## src/rtl/core/b64d_pkg.sv

```systemverilog
// Shared types, result kinds and the alphabet decode for the base64 stream decoder.
// No dependencies.
package b64d_pkg;

	localparam int unsigned MaxResults = 4;

	typedef enum logic [2:0] {
		KIND_DATA     = 3'd0,
		KIND_END_OK   = 3'd1,
		KIND_INVALID  = 3'd2,
		KIND_BAD_LEN  = 3'd3,
		KIND_OVERFLOW = 3'd4
	} kind_t;

	// one result: data byte plus its kind
	typedef struct packed {
		logic [7:0] data;
		kind_t      kind;
	} res_t;

	// all results caused by one item, cnt is 0..4 (0 when the item gives none)
	typedef struct packed {
		logic [2:0]                cnt;
		res_t [MaxResults-1:0]     res;
	} bundle_t;

	// decoded character
	typedef struct packed {
		logic       ok;   // in the alphabet
		logic       pad;  // '='
		logic [5:0] val;
	} sextet_t;

	function automatic sextet_t sextet_of(input logic [7:0] c);
		sextet_t s;
		s = '{ok: 1'b0, pad: 1'b0, val: 6'd0};
		if (c >= 8'h41 && c <= 8'h5A) begin
			s.ok  = 1'b1;
			s.val = 6'(c - 8'h41);
		end else if (c >= 8'h61 && c <= 8'h7A) begin
			s.ok  = 1'b1;
			s.val = 6'(c - 8'h61 + 8'd26);
		end else if (c >= 8'h30 && c <= 8'h39) begin
			s.ok  = 1'b1;
			s.val = 6'(c - 8'h30 + 8'd52);
		end else if (c == 8'h2B) begin
			s.ok  = 1'b1;
			s.val = 6'd62;
		end else if (c == 8'h2F) begin
			s.ok  = 1'b1;
			s.val = 6'd63;
		end else if (c == 8'h3D) begin
			s.pad = 1'b1;
		end
		return s;
	endfunction

endpackage

```

## src/rtl/core/b64d_out_buf.sv

```systemverilog
// Result buffer of the base64 decoder: holds the results of one item and
// hands them out one per cycle while the sink is ready. Depends on b64d_pkg.
module b64d_out_buf (
	input  logic              clk,
	input  logic              arst_n,
	input  logic              load,
	input  b64d_pkg::bundle_t bundle,
	output logic              free,
	output logic              m_axis_tvalid,
	input  logic              m_axis_tready,
	output logic [7:0]        m_axis_tdata,  // out_byte
	output logic [2:0]        m_axis_tuser,  // kind
	output logic              m_axis_tlast   // run_end
);
	import b64d_pkg::*;

	logic       valid_q;
	logic [1:0] idx_q;
	bundle_t    bundle_q;
	logic       last;

	assign last          = ({1'b0, idx_q} == bundle_q.cnt - 3'd1);
	assign free          = !valid_q || (m_axis_tready && last);
	assign m_axis_tvalid = valid_q;
	assign m_axis_tdata  = bundle_q.res[idx_q].data;
	assign m_axis_tuser  = bundle_q.res[idx_q].kind;
	assign m_axis_tlast  = last;

	always_ff @(posedge clk or negedge arst_n) begin
		if (!arst_n) begin
			valid_q <= 1'b0;
			idx_q   <= 2'd0;
		end else if (load) begin
			valid_q <= 1'b1;
			idx_q   <= 2'd0;
		end else if (valid_q && m_axis_tready) begin
			if (last) begin
				valid_q <= 1'b0;
				idx_q   <= 2'd0;
			end else begin
				idx_q <= idx_q + 2'd1;
			end
		end
	end

	always_ff @(posedge clk) begin
		if (load) begin
			bundle_q <= bundle;
		end
	end

	a_idx_in_range: assert property (@(posedge clk) disable iff (!arst_n)
		valid_q |-> ({1'b0, idx_q} < bundle_q.cnt))
		else $error("result index beyond bundle count");
	a_cnt_nonzero: assert property (@(posedge clk) disable iff (!arst_n)
		valid_q |-> (bundle_q.cnt != 3'd0))
		else $error("empty bundle held");
	a_load_restarts: assert property (@(posedge clk) disable iff (!arst_n)
		load |=> (idx_q == 2'd0 && valid_q))
		else $error("load did not restart at first result");

endmodule

```

## src/rtl/core/base64_stream_decoder_unit.sv

```systemverilog
// Top level of the streaming base64 decoder (RFC 4648 alphabet).
// Depends on b64d_pkg and b64d_out_buf.
//
// One character per item enters on s_axis, tlast marks the last character of a
// string. Characters are registered, then decoded against the group state; each
// fourth character yields up to three data bytes (kind 0), and
// the final character adds an end-ok status (kind 1). Errors give a single
// status item (2 invalid char, 3 bad length, 4 overflow of output_capacity),
// after which the string's remaining characters give nothing; the final
// character always clears the string state. m_axis tlast marks the last result
// of each character. Rate: one character per cycle; a group's two to four
// results drain from the result buffer at one per cycle, overlapping the next
// group's first characters, so a stream sustains one character per cycle
// while the sink takes results every cycle. output_capacity is written through
// cfg_wr_en / cfg_wr_data; the user must do so only while the block is idle, the block does not enforce it.
module base64_stream_decoder_unit (
	input  logic        clk,
	input  logic        arst_n,
	input  logic        cfg_wr_en,
	input  logic [23:0] cfg_wr_data,   // output_capacity
	input  logic        s_axis_tvalid,
	output logic        s_axis_tready,
	input  logic [7:0]  s_axis_tdata,  // char_code
	input  logic        s_axis_tlast,  // final_char
	output logic        m_axis_tvalid,
	input  logic        m_axis_tready,
	output logic [7:0]  m_axis_tdata,  // out_byte
	output logic [2:0]  m_axis_tuser,  // kind
	output logic        m_axis_tlast   // run_end
);
	import b64d_pkg::*;

	// input register
	logic        valid_s1;
	logic [7:0]  char_s1;
	logic        fin_s1;

	// string state
	logic [23:0] cap_q;
	logic [1:0]  pos_q;
	logic [17:0] acc_q;
	logic [1:0]  pad_q;
	logic        err_q;
	logic [23:0] emitted_q;

	logic [1:0]  pos_d;
	logic [17:0] acc_d;
	logic [1:0]  pad_d;
	logic        err_d;
	logic [23:0] emitted_d;

	sextet_t     sx;
	logic [5:0]  val;
	logic [23:0] piece;
	logic [1:0]  nbytes;
	logic [24:0] sum;
	logic        has_err;
	kind_t       err_kind;
	logic [2:0]  n;
	bundle_t     bundle;
	logic        buf_free;
	logic        fire;
	logic        load;

	assign fire          = valid_s1 && (n == 3'd0 || buf_free);
	assign load          = fire && (n != 3'd0);
	assign s_axis_tready = !valid_s1 || fire;

	always_ff @(posedge clk or negedge arst_n) begin
		if (!arst_n) begin
			valid_s1 <= 1'b0;
		end else if (s_axis_tready) begin
			valid_s1 <= s_axis_tvalid;
		end
	end

	always_ff @(posedge clk) begin
		if (s_axis_tready && s_axis_tvalid) begin
			char_s1 <= s_axis_tdata;
			fin_s1  <= s_axis_tlast;
		end
	end

	// decode of the registered character against the group state
	always_comb begin
		sx        = sextet_of(char_s1);
		val       = sx.pad ? 6'd0 : sx.val;
		piece     = {acc_q, val};
		pos_d     = pos_q;
		acc_d     = acc_q;
		pad_d     = pad_q;
		err_d     = err_q;
		emitted_d = emitted_q;
		has_err   = 1'b0;
		err_kind  = KIND_INVALID;
		n         = 3'd0;
		nbytes    = 2'd0;
		sum       = 25'd0;
		bundle    = '0;

		if (!err_q) begin
			if (!sx.ok && !sx.pad) begin
				has_err = 1'b1;
			end else if (sx.pad) begin
				// padding only in the third or fourth place
				if (pos_q < 2'd2) begin
					has_err = 1'b1;
				end else begin
					pad_d = pad_q + 2'd1;
				end
			end else if (pad_q != 2'd0) begin
				// data after padding in the same group
				has_err = 1'b1;
			end

			if (!has_err) begin
				if (pos_q == 2'd3) begin
					nbytes = 2'd3 - pad_d;
					sum    = {1'b0, emitted_q} + {23'd0, nbytes};
					if (pad_d != 2'd0 && !fin_s1) begin
						// padded group not at end of string
						has_err = 1'b1;
					end else if (sum > {1'b0, cap_q}) begin
						has_err  = 1'b1;
						err_kind = KIND_OVERFLOW;
					end else begin
						bundle.res[0] = '{data: piece[23:16], kind: KIND_DATA};
						bundle.res[1] = '{data: piece[15:8],  kind: KIND_DATA};
						bundle.res[2] = '{data: piece[7:0],   kind: KIND_DATA};
						n             = {1'b0, nbytes};
						if (fin_s1) begin
							bundle.res[n[1:0]] = '{data: 8'd0, kind: KIND_END_OK};
							n = n + 3'd1;
						end
						emitted_d = sum[23:0];
						pos_d     = 2'd0;
						acc_d     = 18'd0;
						pad_d     = 2'd0;
					end
				end else begin
					acc_d = {acc_q[11:0], val};
					pos_d = pos_q + 2'd1;
					if (fin_s1) begin
						has_err  = 1'b1;
						err_kind = KIND_BAD_LEN;
					end
				end
			end

			if (has_err) begin
				bundle.res[0] = '{data: 8'd0, kind: err_kind};
				n             = 3'd1;
				err_d         = 1'b1;
			end
		end

		bundle.cnt = n;

		// end of string returns all string state to reset
		if (fin_s1) begin
			pos_d     = 2'd0;
			acc_d     = 18'd0;
			pad_d     = 2'd0;
			err_d     = 1'b0;
			emitted_d = 24'd0;
		end
	end

	always_ff @(posedge clk or negedge arst_n) begin
		if (!arst_n) begin
			cap_q     <= 24'hFFFFFF;
			pos_q     <= 2'd0;
			acc_q     <= 18'd0;
			pad_q     <= 2'd0;
			err_q     <= 1'b0;
			emitted_q <= 24'd0;
		end else begin
			if (cfg_wr_en) begin
				cap_q <= cfg_wr_data;
			end
			if (fire) begin
				pos_q     <= pos_d;
				acc_q     <= acc_d;
				pad_q     <= pad_d;
				err_q     <= err_d;
				emitted_q <= emitted_d;
			end
		end
	end

	b64d_out_buf u_out_buf (
		.clk           (clk),
		.arst_n        (arst_n),
		.load          (load),
		.bundle        (bundle),
		.free          (buf_free),
		.m_axis_tvalid (m_axis_tvalid),
		.m_axis_tready (m_axis_tready),
		.m_axis_tdata  (m_axis_tdata),
		.m_axis_tuser  (m_axis_tuser),
		.m_axis_tlast  (m_axis_tlast)
	);

	a_latched_silent: assert property (@(posedge clk) disable iff (!arst_n)
		(fire && err_q) |-> !load)
		else $error("results after latched error");
	a_load_when_free: assert property (@(posedge clk) disable iff (!arst_n)
		load |-> buf_free)
		else $error("result buffer overwritten");
	a_acc_clear_at_start: assert property (@(posedge clk) disable iff (!arst_n)
		(pos_q == 2'd0) |-> (acc_q == 18'd0 && pad_q == 2'd0))
		else $error("group state not cleared at group start");

endmodule
```

## config.mk

```make
export PLATFORM = sky130hd
export DESIGN_NAME = base64_stream_decoder_unit
export DESIGN_NICKNAME = d
export VERILOG_FILES = /design/src/rtl/core/b64d_pkg.sv /design/src/rtl/core/b64d_out_buf.sv /design/src/rtl/core/base64_stream_decoder_unit.sv
export SDC_FILE = /design/constraint.sdc
export NUM_CORES = 1
export LEC_CHECK = 0
export BUFFER_PORTS_ARGS = -buffer_cell sky130_fd_sc_hd__buf_4
export CAP_MARGIN = 20
export CORE_ASPECT_RATIO = 1.4
export CORE_MARGIN = 1
export CORE_UTILIZATION = 45
export DETAILED_ROUTE_END_ITERATION = 10
export PLACE_DENSITY_LB_ADDON = 0.15
export SLEW_MARGIN = 20
export SYNTH_ARGS = -nofsm -noshare
export SYNTH_HDL_FRONTEND = slang
export SYNTH_SLANG_ARGS = --single-unit
```

## constraint.sdc

```tcl
create_clock -name clk -period 6.9 [get_ports clk]
set_input_delay 0.345 -clock clk [delete_from_list [all_inputs] [get_ports clk]]
set_output_delay 0.345 -clock clk [all_outputs]
set_load 0.005 [all_outputs]
```

Word level (Yosys, flattened, before mapping)
Index checks and enable logic that the tools add are counted.
{ "op_classes": {"add_sub_neg": 12, "mul": 0, "n_div": 0, "order_cmp": 11, "n_eq_ne": 11, "shift": 0, "muxes": 87, "n_bitwise": 4, "reduce_logical": 33} }
{ "op_table": {"columns": ["op", "count"], "rows": [
  ["2-to-1 mux 24 bit", 6],
  ["2-to-1 mux 18 bit", 6],
  ["2-to-1 mux 3 bit", 16],
  ["bitwise AND 30 x 40 -> 40 bit", 1],
  ["inverter 40 bit", 1],
  ["2-to-1 mux 2 bit", 19],
  ["2-to-1 mux 6 bit", 6],
  ["2-to-1 mux 33 bit", 1],
  ["2-to-1 mux 1 bit", 29],
  ["adder 24 x 2 -> 25 bit", 1],
  ["> comparator 25 x 24 -> 1 bit", 1],
  ["equality test 8 x 6 -> 1 bit, second input constant", 3],
  ["binary-select mux 11 bit (select 2 bit)", 1],
  ["demux 11 bit (select 2 bit)", 1],
  ["2-to-1 mux 11 bit", 2],
  ["greater-or-equal comparator 8 x 7 -> 1 bit, second input constant", 2],
  ["<= comparator 8 x 7 -> 1 bit, second input constant", 2],
  ["OR reduction 6 bit", 2],
  ["subtractor 6 bit, second input constant", 2],
  ["logical AND 1 bit", 11],
  ["nonzero test 2 bit", 5],
  ["greater-or-equal comparator 8 x 6 -> 1 bit, second input constant", 1],
  ["<= comparator 8 x 6 -> 1 bit, second input constant", 1],
  ["!= test 2 bit, second input constant", 4],
  ["22 further kinds", 34]
]} }
{ "word_totals": {"ff_bits": 131, "latchBits": 0, "ram_bits": 0, "rom_bits": 0, "input_bits": 38, "output_inout_bits": 14, "wordCells": 178, "mem_count": 0} }

Depth between registers and ports, before layout
Gate-level depths: netlist of the first run.
{ "depth": {"word_depth": 27, "mapped_depth": 29, "mapped_depth_nobuf": 23} }

By module
From an unflattened synthesis of the first run, not the netlist that was laid out.
{ "hier_totals": {"cells_unflattened": 724, "hier_area_um2": 7641.1} }
{ "by_module_without_submodules": {"columns": ["module", "instances", "cells_per_inst", "area_each_um2", "seq_area_each_um2"], "rows": [
  ["base64_stream_decoder_unit", 1, 636, 5676.7, 2102.0],
  ["b64d_out_buf", 1, 88, 1964.4, 1486.4]
]} }

Worst setup path before layout of the first run
OpenSTA, ideal clock, no wires.
{ "synth_timing": {"path_kind": "register to register", "from": "reg char_s1[2]", "to": "reg u_out_buf.bundle_q[0] (netlist bit), enable pin", "setup_time_ns": 0.434, "arrival_ns": 6.826, "required_time_ns": 6.466, "slack_ns": -0.360, "stages_incl_launch_ff": 27, "path_buffers": 4, "period_less_slack_ns": 7.260, "path_cell_list": "edfxtp_1 clkbuf_1 inv_1 ha_1 clkbuf_1 nand3b_1 or4_4 and2_1 clkbuf_1 xor2_1 ha_1 and3_1 a31o_2 and2_1 clkbuf_1 nand2_1 nor2_1 xnor2_1 ha_1 a21o_1 a21o_1 a2111oi_0 o211ai_1 a21o_1 nor2_1 o21ai_1 a21oi_1"} }
{ "synth_between": {"elab_chain_cells": 25, "elab_cells_between_ends": 55, "classes_between": "add/sub (3); order compare (7); eq/ne (3); mux (29); reduce/logical (13)"} }
{ "synth_rtl": {"columns": ["element", "line_no", "source"], "rows": [
  ["from (decl)", "base64_stream_decoder_unit.sv:35", "logic [7:0] char_s1;"],
  ["from (signal assigned)", "base64_stream_decoder_unit.sv:79", "char_s1 <= s_axis_tdata;"],
  ["equality test 8 x 6 -> 1 bit", "b64d_pkg.sv:52", "end else if (c == 8'h3D) begin"],
  ["2-to-1 mux 1 bit", "b64d_pkg.sv:52", null],
  ["2-to-1 mux 1 bit", "b64d_pkg.sv:49", "end else if (c == 8'h2F) begin"],
  ["2-to-1 mux 1 bit", "b64d_pkg.sv:46", "end else if (c == 8'h2B) begin"],
  ["2-to-1 mux 1 bit", "b64d_pkg.sv:43", "end else if (c >= 8'h30 && c <= 8'h39) begin"],
  ["2-to-1 mux 1 bit", "b64d_pkg.sv:40", "end else if (c >= 8'h61 && c <= 8'h7A) begin"],
  ["2-to-1 mux 1 bit", "b64d_pkg.sv:37", "if (c >= 8'h41 && c <= 8'h5A) begin"],
  ["zero test 1 bit", "base64_stream_decoder_unit.sv:102", "if (!sx.ok && !sx.pad) begin"],
  ["(+10 left out)", null, null],
  ["2-to-1 mux 1 bit", "base64_stream_decoder_unit.sv:101", "if (!err_q) begin"],
  ["2-to-1 mux 3 bit *", "base64_stream_decoder_unit.sv:150", "if (has_err) begin"],
  ["2-to-1 mux 3 bit *", "base64_stream_decoder_unit.sv:101", null],
  ["zero test 3 bit", "base64_stream_decoder_unit.sv:65", "assign fire = valid_s1 && (n == 3'd0 || buf_free);"],
  ["logical OR 1 bit", "base64_stream_decoder_unit.sv:65", null],
  ["logical AND 1 bit", "base64_stream_decoder_unit.sv:65", null],
  ["logical AND 1 bit *", "base64_stream_decoder_unit.sv:66", "assign load = fire && (n != 3'd0);"],
  ["via load", "base64_stream_decoder_unit.sv:63", "logic load;"],
  ["to (signal assigned)", "b64d_out_buf.sv:48", "bundle_q <= bundle;"],
  ["to (decl)", "b64d_out_buf.sv:19", "bundle_t bundle_q;"]
]} }
The timed path passes the listed nets; every way through them passes the cells marked *. The select of a mux whose other input is x is not followed.
A chain may end at the register's enable or synchronous reset.

Worst setup path after layout of the first run
{ "layout_timing": {"from": "reg char_s1[2]", "to": "out s_axis_tready"} }
{ "layout_between": {"elab_chain_cells": 25, "elab_cells_between_ends": 54, "classes_between": "add/sub (3); order compare (7); eq/ne (3); mux (29); reduce/logical (12)"} }
{ "layout_rtl": {"columns": ["element", "line_no", "source"], "rows": [
  ["equality test 8 x 6 -> 1 bit", "b64d_pkg.sv:52", null],
  ["2-to-1 mux 1 bit", "b64d_pkg.sv:52", null],
  ["2-to-1 mux 1 bit", "b64d_pkg.sv:49", null],
  ["2-to-1 mux 1 bit", "b64d_pkg.sv:46", null],
  ["2-to-1 mux 1 bit", "b64d_pkg.sv:43", null],
  ["2-to-1 mux 1 bit", "b64d_pkg.sv:40", null],
  ["2-to-1 mux 1 bit", "b64d_pkg.sv:37", null],
  ["zero test 1 bit", "base64_stream_decoder_unit.sv:102", null],
  ["(+9 left out)", null, null],
  ["2-to-1 mux 1 bit", "base64_stream_decoder_unit.sv:116", "if (!has_err) begin"],
  ["2-to-1 mux 1 bit", "base64_stream_decoder_unit.sv:101", null],
  ["2-to-1 mux 3 bit *", "base64_stream_decoder_unit.sv:150", null],
  ["2-to-1 mux 3 bit *", "base64_stream_decoder_unit.sv:101", null],
  ["zero test 3 bit *", "base64_stream_decoder_unit.sv:65", null],
  ["logical OR 1 bit *", "base64_stream_decoder_unit.sv:65", null],
  ["logical AND 1 bit *", "base64_stream_decoder_unit.sv:65", null],
  ["logical OR 1 bit *", "base64_stream_decoder_unit.sv:67", "assign s_axis_tready = !valid_s1 || fire;"],
  ["to (decl)", "base64_stream_decoder_unit.sv:22", "output logic s_axis_tready,"]
]} }
Every way passes the cells marked *; elsewhere a longest branch is shown, timed or not. The select of a mux whose other input is x is not followed.

==> results of run 1 <==
cell usage after synthesis (18+ instances only):
cell,count
dfstp_2,24
edfxtp_1,42
xnor2_1,20
o31ai_1,18
dfrtp_1,51
ha_1,42
o21ai_0,45
nor2_1,33
clkbuf_1,29
a21oi_1,18
inv_1,48
and2_1,26
nand2_1,63
power breakdown:
group	internal (mW)	switching [mW]	total [mW]
Combinational	0.0777	0.0687	0.146
Clock	0.579	0.359	0.938
Sequential	0.742	0.0206	0.763
Total	1.40	0.448	1.85
flip-flops by register name, indices dropped and copies added (netlist names), 2 cells and up:
name and flops:
acc_q 18, cap_q 24, char_s1 8, emitted_q 24, pad_q 2, pos_q 2
u_out_buf.bundle_q 33, u_out_buf.idx_q 2
layout make-up:
| class | instances | area [um2] | area share (%) |
|---|---|---|---|
| Clock inverter | 14 | 187.7 | 2.255 |
| Tap cell | 192 | 240.2 | 2.886 |
| Multi-Input combinational cell | 496 | 3527 | 42.38 |
| Inverter | 50 | 187.7 | 2.255 |
| Timing Repair Buffer | 76 | 583.1 | 7.005 |
| Clock buffer | 18 | 429.2 | 5.156 |
| Sequential cell | 117 | 3168 | 38.06 |
through the flow:
stage	util [%]	area [um2]	worst slack, ns
4_1_cts	54.72	8273	0.07551
5_1_grt	55.05	8323	0.006930
3_5_place_dp	50.64	7656	0.4738
2_1_floorplan	-	7027	0.3720
6_report	55.05	8323	0.3041
3_3_place_gp	50.64	7656	0.6578
cells by family (layout without fill, tap and decap cells):
group	Yosys count	after routing
multiplexers	14	14
flip-flops	117	117
buffers and inverters	91	158
AND/OR/NAND/NOR	220	220
adder cells (fa/ha/maj)	42	42
AO/OA/AOI/OAI	191	191
XOR/XNOR	29	29
worst register-to-register path, stage by stage (launching register included):
cell	delay [ns]
edfxtp_1	0.48
inv_1	0.14
ha_1	0.32
nand3b_1	0.31
or4_4	0.49
and2_1	0.25
xor2_1	0.18
ha_1	0.23
and3_1	0.18
a31o_2	0.27
and2_2	0.27
nand2_1	0.13
nor2_1	0.08
xnor2_1	0.19
ha_1	0.27
a21o_1	0.16
a21o_1	0.18
a2111oi_1	0.38
o211ai_1	0.15
buf_4	0.19
a21oi_4	0.28
nand3_4	0.13
or4_4	0.66
o41ai_1	0.30
cells in the final DEF (no fill, tap or decap), drive strengths merged, types with 20 or more instances in the layout:
master  count
buf        76
nor2       33
ha         42
dfrtp      51
dfstp      24
xnor2      20
edfxtp     42
inv        56
o21ai      50
and2       26
nand2      63
metal layers:
metal | track usage, % | vias up
met1 | 24.95 | 2715
met4 | 10.48 | 0
met3 | 4.051 | 40
met2 | 42.88 | 132
li1 | - | 2696
met5 | 0 | -
path summary, 6_finish.rpt:
kind | start | end | cells after the start
min reg2reg | acc_q[16]$_DFFE_PN0P_ | acc_q[16]$_DFFE_PN0P_ | 1
min | arst_n | emitted_q[1]$_DFFE_PN0P_ | 1
min in group clk | s_axis_tdata[2] | char_s1[2]$_DFFE_PP_ | 1
max | char_s1[2]$_DFFE_PP_ | s_axis_tready | 24
max in group asynchronous | arst_n | emitted_q[21]$_DFFE_PN0P_ | 1
max reg2reg | char_s1[2]$_DFFE_PP_ | emitted_q[11]$_DFFE_PN0P_ | 23
what timing repair did:
action                                  CTS  global route
setup buffers                             0             3
endpoints found under the setup margin    0            51
resized for setup                         0             7
hold buffers                              0             0
==> summary.txt, run 1 <==
Status
  • Status: completed

Placed design
  • Placed insts: 928
  • DP Wirelength: 12,650 um
  • GP Congestion: 0.9001
  • # port buffers: 51

Run
  • Max_cap viols: 0

Setup path
  • WP buf/inv: 3
  • Startpoint types: register
  • Crit Path Category: register to output port
  • Data required time of the critical path: 6.55 ns
  • CP max FO: 9
  • CP arrival: 6.25 ns
  • Ordered cell list for the critical path: inv_1 -> ha_1 -> nand3b_1 -> or4_4 -> and2_1 -> xor2_1 -> ha_1 -> and3_1 -> a31o_2 -> and2_2 -> nand2_1 -> nor2_1 -> xnor2_1 -> ha_1 -> a21o_1 -> a21o_1 -> a2111oi_1 -> o211ai_1 -> buf_4 -> a21o_1 -> nor2_1 -> o21ai_2 -> or2_2 -> buf_4
  • CP max stage delay: 0.49 ns
  • CP max-delay cell: or4_4
  • Worst R2R Setup Slack: 0.57 ns
  • CP endpoint kind: output port
  • Family with the most delay on the worst path: simple AND/OR/NAND/NOR gates

Clock network
  • Latest clock arrival within the worst-skew pair: 0.42 ns
  • Clock buffer depth: 2
  • CTS tree: done
  • H-tree level count: 4
  • # clock sinks: 117
  • CTS root buf: clkbuf_16
  • Reg clk slew, reported paths: 0.06 ns
  • Number of buffers created by CTS: 17

Logic synthesis
  • Number of flops mapped to enable cells by yosys: 42
  • Cells after Synth: 704
  • Simple-gate portion of the synthesized area: 16.87%
  • Register area share after synthesis: 45.11%
  • Xor/xnor share of the synthesized area: 3.617%
  • Fraction of registers with async set/reset: 64.10%
  • Synth cell types: 74
  • Synth Area in Adders: 7.483%
  • Synth top area cells: dfrtp_1 18%, edfxtp_1 18%, dfstp_2 9.0%
  • Combinational family with the most area after synthesis: compound AO/OA/AOI/OAI gates
  • Compound-cell area share of the yosys netlist: 19.33%
  • Syn_nets: 784
  • Synthesized flop and latch total: 117
  • Leading area contributor after synthesis: dfrtp_1
  • Multiplexer share of the synthesized area: 2.245%
  • Mean Syn Cell Area: 9.976 um2
  • Syn. warnings: 0
  • Mapped cell area: 7023 um2
  • Post-synth top area share: 18.17%
  • Synth Flop Type: dfrtp_1

Min path
  • Worst hold path type: input pin to async pin

Die
  • Die area: 16,120 um2
  • Num ports: 52
  • Starting Density: 46.45%
  • Die X: 107.6 um
  • # rows: 53
  • Core region area: 15,120 um2
  • Chip height: 149.8 um

Drt
  • DRT Pass-1 Iters: 4
  • Via Count: 5,583
  • Antenna Nets Post-Route: 0
  • Wire per inst: 17.94 um
  • M1 WL: 6681 um
  • Met2 WL: 9509 um
  • Initial DRC Count: 315
  • Residual DRC count: 0
  • Total Wirelength: 17,280 um
  • Highest routing layer actually used: met4
  • Via/cell ratio: 5.798
  • WL met3: 495 um

Timing
  • Slew @ Worst Pin: 1.005 ns
  • Final hold slack: 0.07898 ns
  • Final slew viol count: 0
  • Final critical-path required period: 6.596 ns
  • F_max: 151.6 MHz
  • Final period utilization: 95.59%
  • RSZ-0062 raised after global routing: no
  • Final hold vios: 0
  • Relative slew slack: 32.99%
  • Setup-failing EPs final: 0
  • Clock Skew: 0.01070 ns
  • Total negative slack: 0 ns

Final layout
  • Area grow syn2layout: 18.51%
  • Final net count: 838
  • FILL cells: 1,377
  • Non-filler cells, final: 963
  • Layout cell share with drive strength beyond 1: 20.49%
  • Antenna diode count: 0

GRT
  • Largest net degree at the start of global routing: 76
  • Initial antenna violation count: 0
  • Gr ovfl total: 0
  • Vias in the first global route: 5,613
  • GRT Overall Usage: 23.01%
  • First-pass GRT wire length: 28,160 um

Pwr
  • PwrDens: 221.9 nW/um2
  • Leakage: 3.511 nW
  • Total power: 1.847 mW
  • Peak VDD IR: 185.9 uV
Note: power is estimated with default switching activity, not from simulation.
==> inputs of run 2 (changes only) <==
--- a/config.mk
+++ b/config.mk
@@ -7,9 +7,11 @@
 export LEC_CHECK = 0
 export BUFFER_PORTS_ARGS = -buffer_cell sky130_fd_sc_hd__buf_4
 export CAP_MARGIN = 20
+export CELL_PAD_IN_SITES_DETAIL_PLACEMENT = 1
+export CELL_PAD_IN_SITES_GLOBAL_PLACEMENT = 1
 export CORE_ASPECT_RATIO = 1.4
 export CORE_MARGIN = 1
-export CORE_UTILIZATION = 45
+export CORE_UTILIZATION = 43
 export DETAILED_ROUTE_END_ITERATION = 10
 export PLACE_DENSITY_LB_ADDON = 0.15
 export SLEW_MARGIN = 20
==> summary.txt, run 2 (synthesis results as in run 1) <==
GRT
  • GRT Overall Usage: 25.76% (+2.8 points)
  • Gr ovfl total: 0 (unchanged)
  • Largest net degree at the start of global routing: 76 (unchanged)
  • Vias in the first global route: 6,276 (+12%)
  • Initial antenna violation count: 0 (unchanged)
  • First-pass GRT wire length: 32,720 um (+16%)

Placed design
  • Setup WS pre-CTS: 0.2938 ns (-0.1800 ns)
  • GP Congestion: 0.8250 (-8.3%)
  • DP Wirelength: 14,370 um (+14%)
  • Post-DP Area: 7654 um2 (about the same)
  • # port buffers: 51 (unchanged)

Final layout
  • Final core occ: 53.30% (-1.7 points)
  • Final net count: 839 (+0.12%)
  • Area grow syn2layout: 19.47%
  • Biggest regs: u_out_buf.bundle_q: 33 flops, cap_q: 24 flops, emitted_q: 24 flops
  • FILL cells: 1,749 (+27%)
  • Commonest non-fill, non-tap cells in the layout: 75 x buf_4, 63 x nand2_1, 51 x dfrtp_1
  • Area of the multi-input gates: 3538 um2 (+0.32%)
  • Fin area: 8391 um2 (+0.81%)
  • Most flops, register: u_out_buf.bundle_q
  • Commonest non-fill, non-tap cell in the layout: buf_4
  • Antenna diode count: 0 (unchanged)
  • Layout cell share with drive strength beyond 1: 21.11% (+0.62 points)
  • Largest register FFs: 33 (unchanged)
  • Register area: 3168 um2 (unchanged)

Drt
  • Via/cell ratio: 5.926 (+2.2%)
  • Residual DRC count: 0 (unchanged)
  • Initial DRC Count: 192 (-39%)
  • WL met3: 468 um (-5.5%)
  • DRT Pass-1 Iters: 4 (unchanged)
  • Via Count: 5,736 (+2.7%)
  • Total Wirelength: 20,060 um (+16%)
  • Met2 WL: 11,230 um (+18%)
  • Antenna Nets Post-Route: 0 (unchanged)
  • Highest routing layer actually used: met4
  • Wire per inst: 20.73 um (+15%)
  • M1 WL: 7479 um (+12%)

Pwr
  • Peak VDD IR: 116.5 uV (-37%)
  • Leakage: 3.537 nW (+0.75%)
  • Total power: 1.919 mW (+3.9%)
  • PwrDens: 228.7 nW/um2 (+3.0%)

Die
  • Num ports: 52 (unchanged)
  • Starting Density: 44.61% (-1.8 points)
  • Core region area: 15,740 um2 (+4.1%)
  • # rows: 54 (+1.9%)
  • Die area: 16,860 um2 (+4.6%)
  • Die X: 110.0 um (+2.3%)
  • Chip height: 153.2 um (+2.3%)

Setup path
  • Crit Path Category: register to output port
  • Data required time of the critical path: 6.55 ns (about the same)
  • Worst setup path end: s_axis_tready
  • Worst R2R Setup Slack: 0.65 ns (+0.08 ns)
  • CP endpoint kind: output port
  • Reg2Reg Depth: 24 (+4.3%)
  • R2r startpoint: char_s1[2]$_DFFE_PP_
  • Beginning of the critical path: char_s1[2]$_DFFE_PP_
  • R2R Path End: pos_q[0]$_DFFE_PN0P_
  • CP arrival: 6.22 ns (-0.03 ns)
  • Startpoint types: register
  • CP max FO: 10 (+1)

Status
  • Failing checks: negative hold slack
  • Status: finished with violations

Timing
  • Final hold vios: 51 (+51)
  • Clock Skew: 0.008900 ns (-0.001802 ns)
  • Final period utilization: 95.09% (-0.50 points)
  • Slew @ Worst Pin: 0.8355 ns (-0.1697 ns)
  • Final critical-path required period: 6.561 ns (-0.03451 ns)
  • Final hold slack: -0.05468 ns (-0.1337 ns)
  • Relative slew slack: 44.16% (+11 points)
  • F_max: 152.4 MHz (+0.53%)
  • Setup ws final: 0.3386 ns (+0.03451 ns)
  • Final slew viol count: 0 (unchanged)
  • Setup-failing EPs final: 0 (unchanged)

Clock network
  • Cts hold-fix bufs: 0 (unchanged)
  • CTS tree: done
  • CTS root buf: clkbuf_16
  • Reg clk slew, reported paths: 0.06 ns (about the same)
  • H-tree level count: 4 (unchanged)
  • # clock sinks: 117 (unchanged)
  • Number of buffers created by CTS: 17 (unchanged)
  • Clock buffer depth: 2 (unchanged)
  • Latest clock arrival within the worst-skew pair: 0.43 ns (about the same)

Run
  • Max_cap viols: 0 (unchanged)

Min path
  • Worst hold path type: input pin to async pin
## run 2: power breakdown
group | switching [mW] | leakage [nW] | total (mW) | internal [mW]
registers | 0.0206 | 1.22 | 0.762 | 0.742
clock network | 0.385 | 0.324 | 1.01 | 0.623
logic | 0.0709 | 1.99 | 0.149 | 0.0777
total | 0.476 | 3.54 | 1.92 | 1.44
## run 2: critical path: stages, from the launching register on
cell       delay, ns
edfxtp_1        0.35
buf_4           0.18
ha_2            0.26
nand2_1         0.19
or4_4           0.59
and2_2          0.25
xor2_1          0.16
ha_1            0.22
and3_1          0.18
a31o_2          0.27
and2_2          0.28
nand2_1         0.14
nor2_1          0.08
xnor2_1         0.24
ha_1            0.29
a21o_1          0.16
a21o_1          0.20
a2111oi_2       0.35
o211ai_1        0.26
a21o_1          0.33
nor2_1          0.16
o21ai_1         0.07
buf_4           0.17
or2_2           0.27
buf_4           0.14
## run 2: cell type report
type / count / area share, %
multi-input combinational: 496 / 42.17
sequential: 117 / 37.76
timing repair buffer: 77 / 7.083
clock buffer: 17 / 5.070
tap: 196 / 2.923
clock inverter: 15 / 2.759
inverter: 50 / 2.237
## run 2: worst min path at each step
stage                               start                        to  slack (ns)  cells after the start
finish                             arst_n  emitted_q[4]$_DFFE_PN0P_       -0.05                      1
global route                       arst_n  emitted_q[4]$_DFFE_PN0P_        0.01                      1
CTS                       s_axis_tdata[0]      char_s1[0]$_DFFE_PP_        0.09                      1
detailed placement  acc_q[15]$_DFFE_PN0P_     acc_q[15]$_DFFE_PN0P_        0.49                      1
global placement    acc_q[17]$_DFFE_PN0P_     acc_q[17]$_DFFE_PN0P_        0.48                      1
floorplan                          arst_n      acc_q[0]$_DFFE_PN0P_        0.05                      0
## run 2: through the flow
stage,hold slack [ns],cells,setup TNS [ns]
CTS,0.08611,964,0
finish,-0.05468,968,0
floorplan,0.04941,704,0
global route,0.01090,968,-0.01935
detailed placement,0.4872,931,0
global placement,0.4784,931,0
## run 2: layer usage
| layer | global-route usage [%] | up-vias |
|---|---|---|
| li1 | - | 2687 |
| met1 | 27.09 | 2863 |
| met2 | 47.68 | 127 |
| met3 | 4.435 | 59 |
| met4 | 12.95 | 0 |
| met5 | 0 | - |
## run 2: repair_timing
action | CTS | global route
buffers inserted | 1 | 4
endpoints found under the setup margin | 1 | 37
pin swaps | 1 | 1
resized for setup | 2 | 8
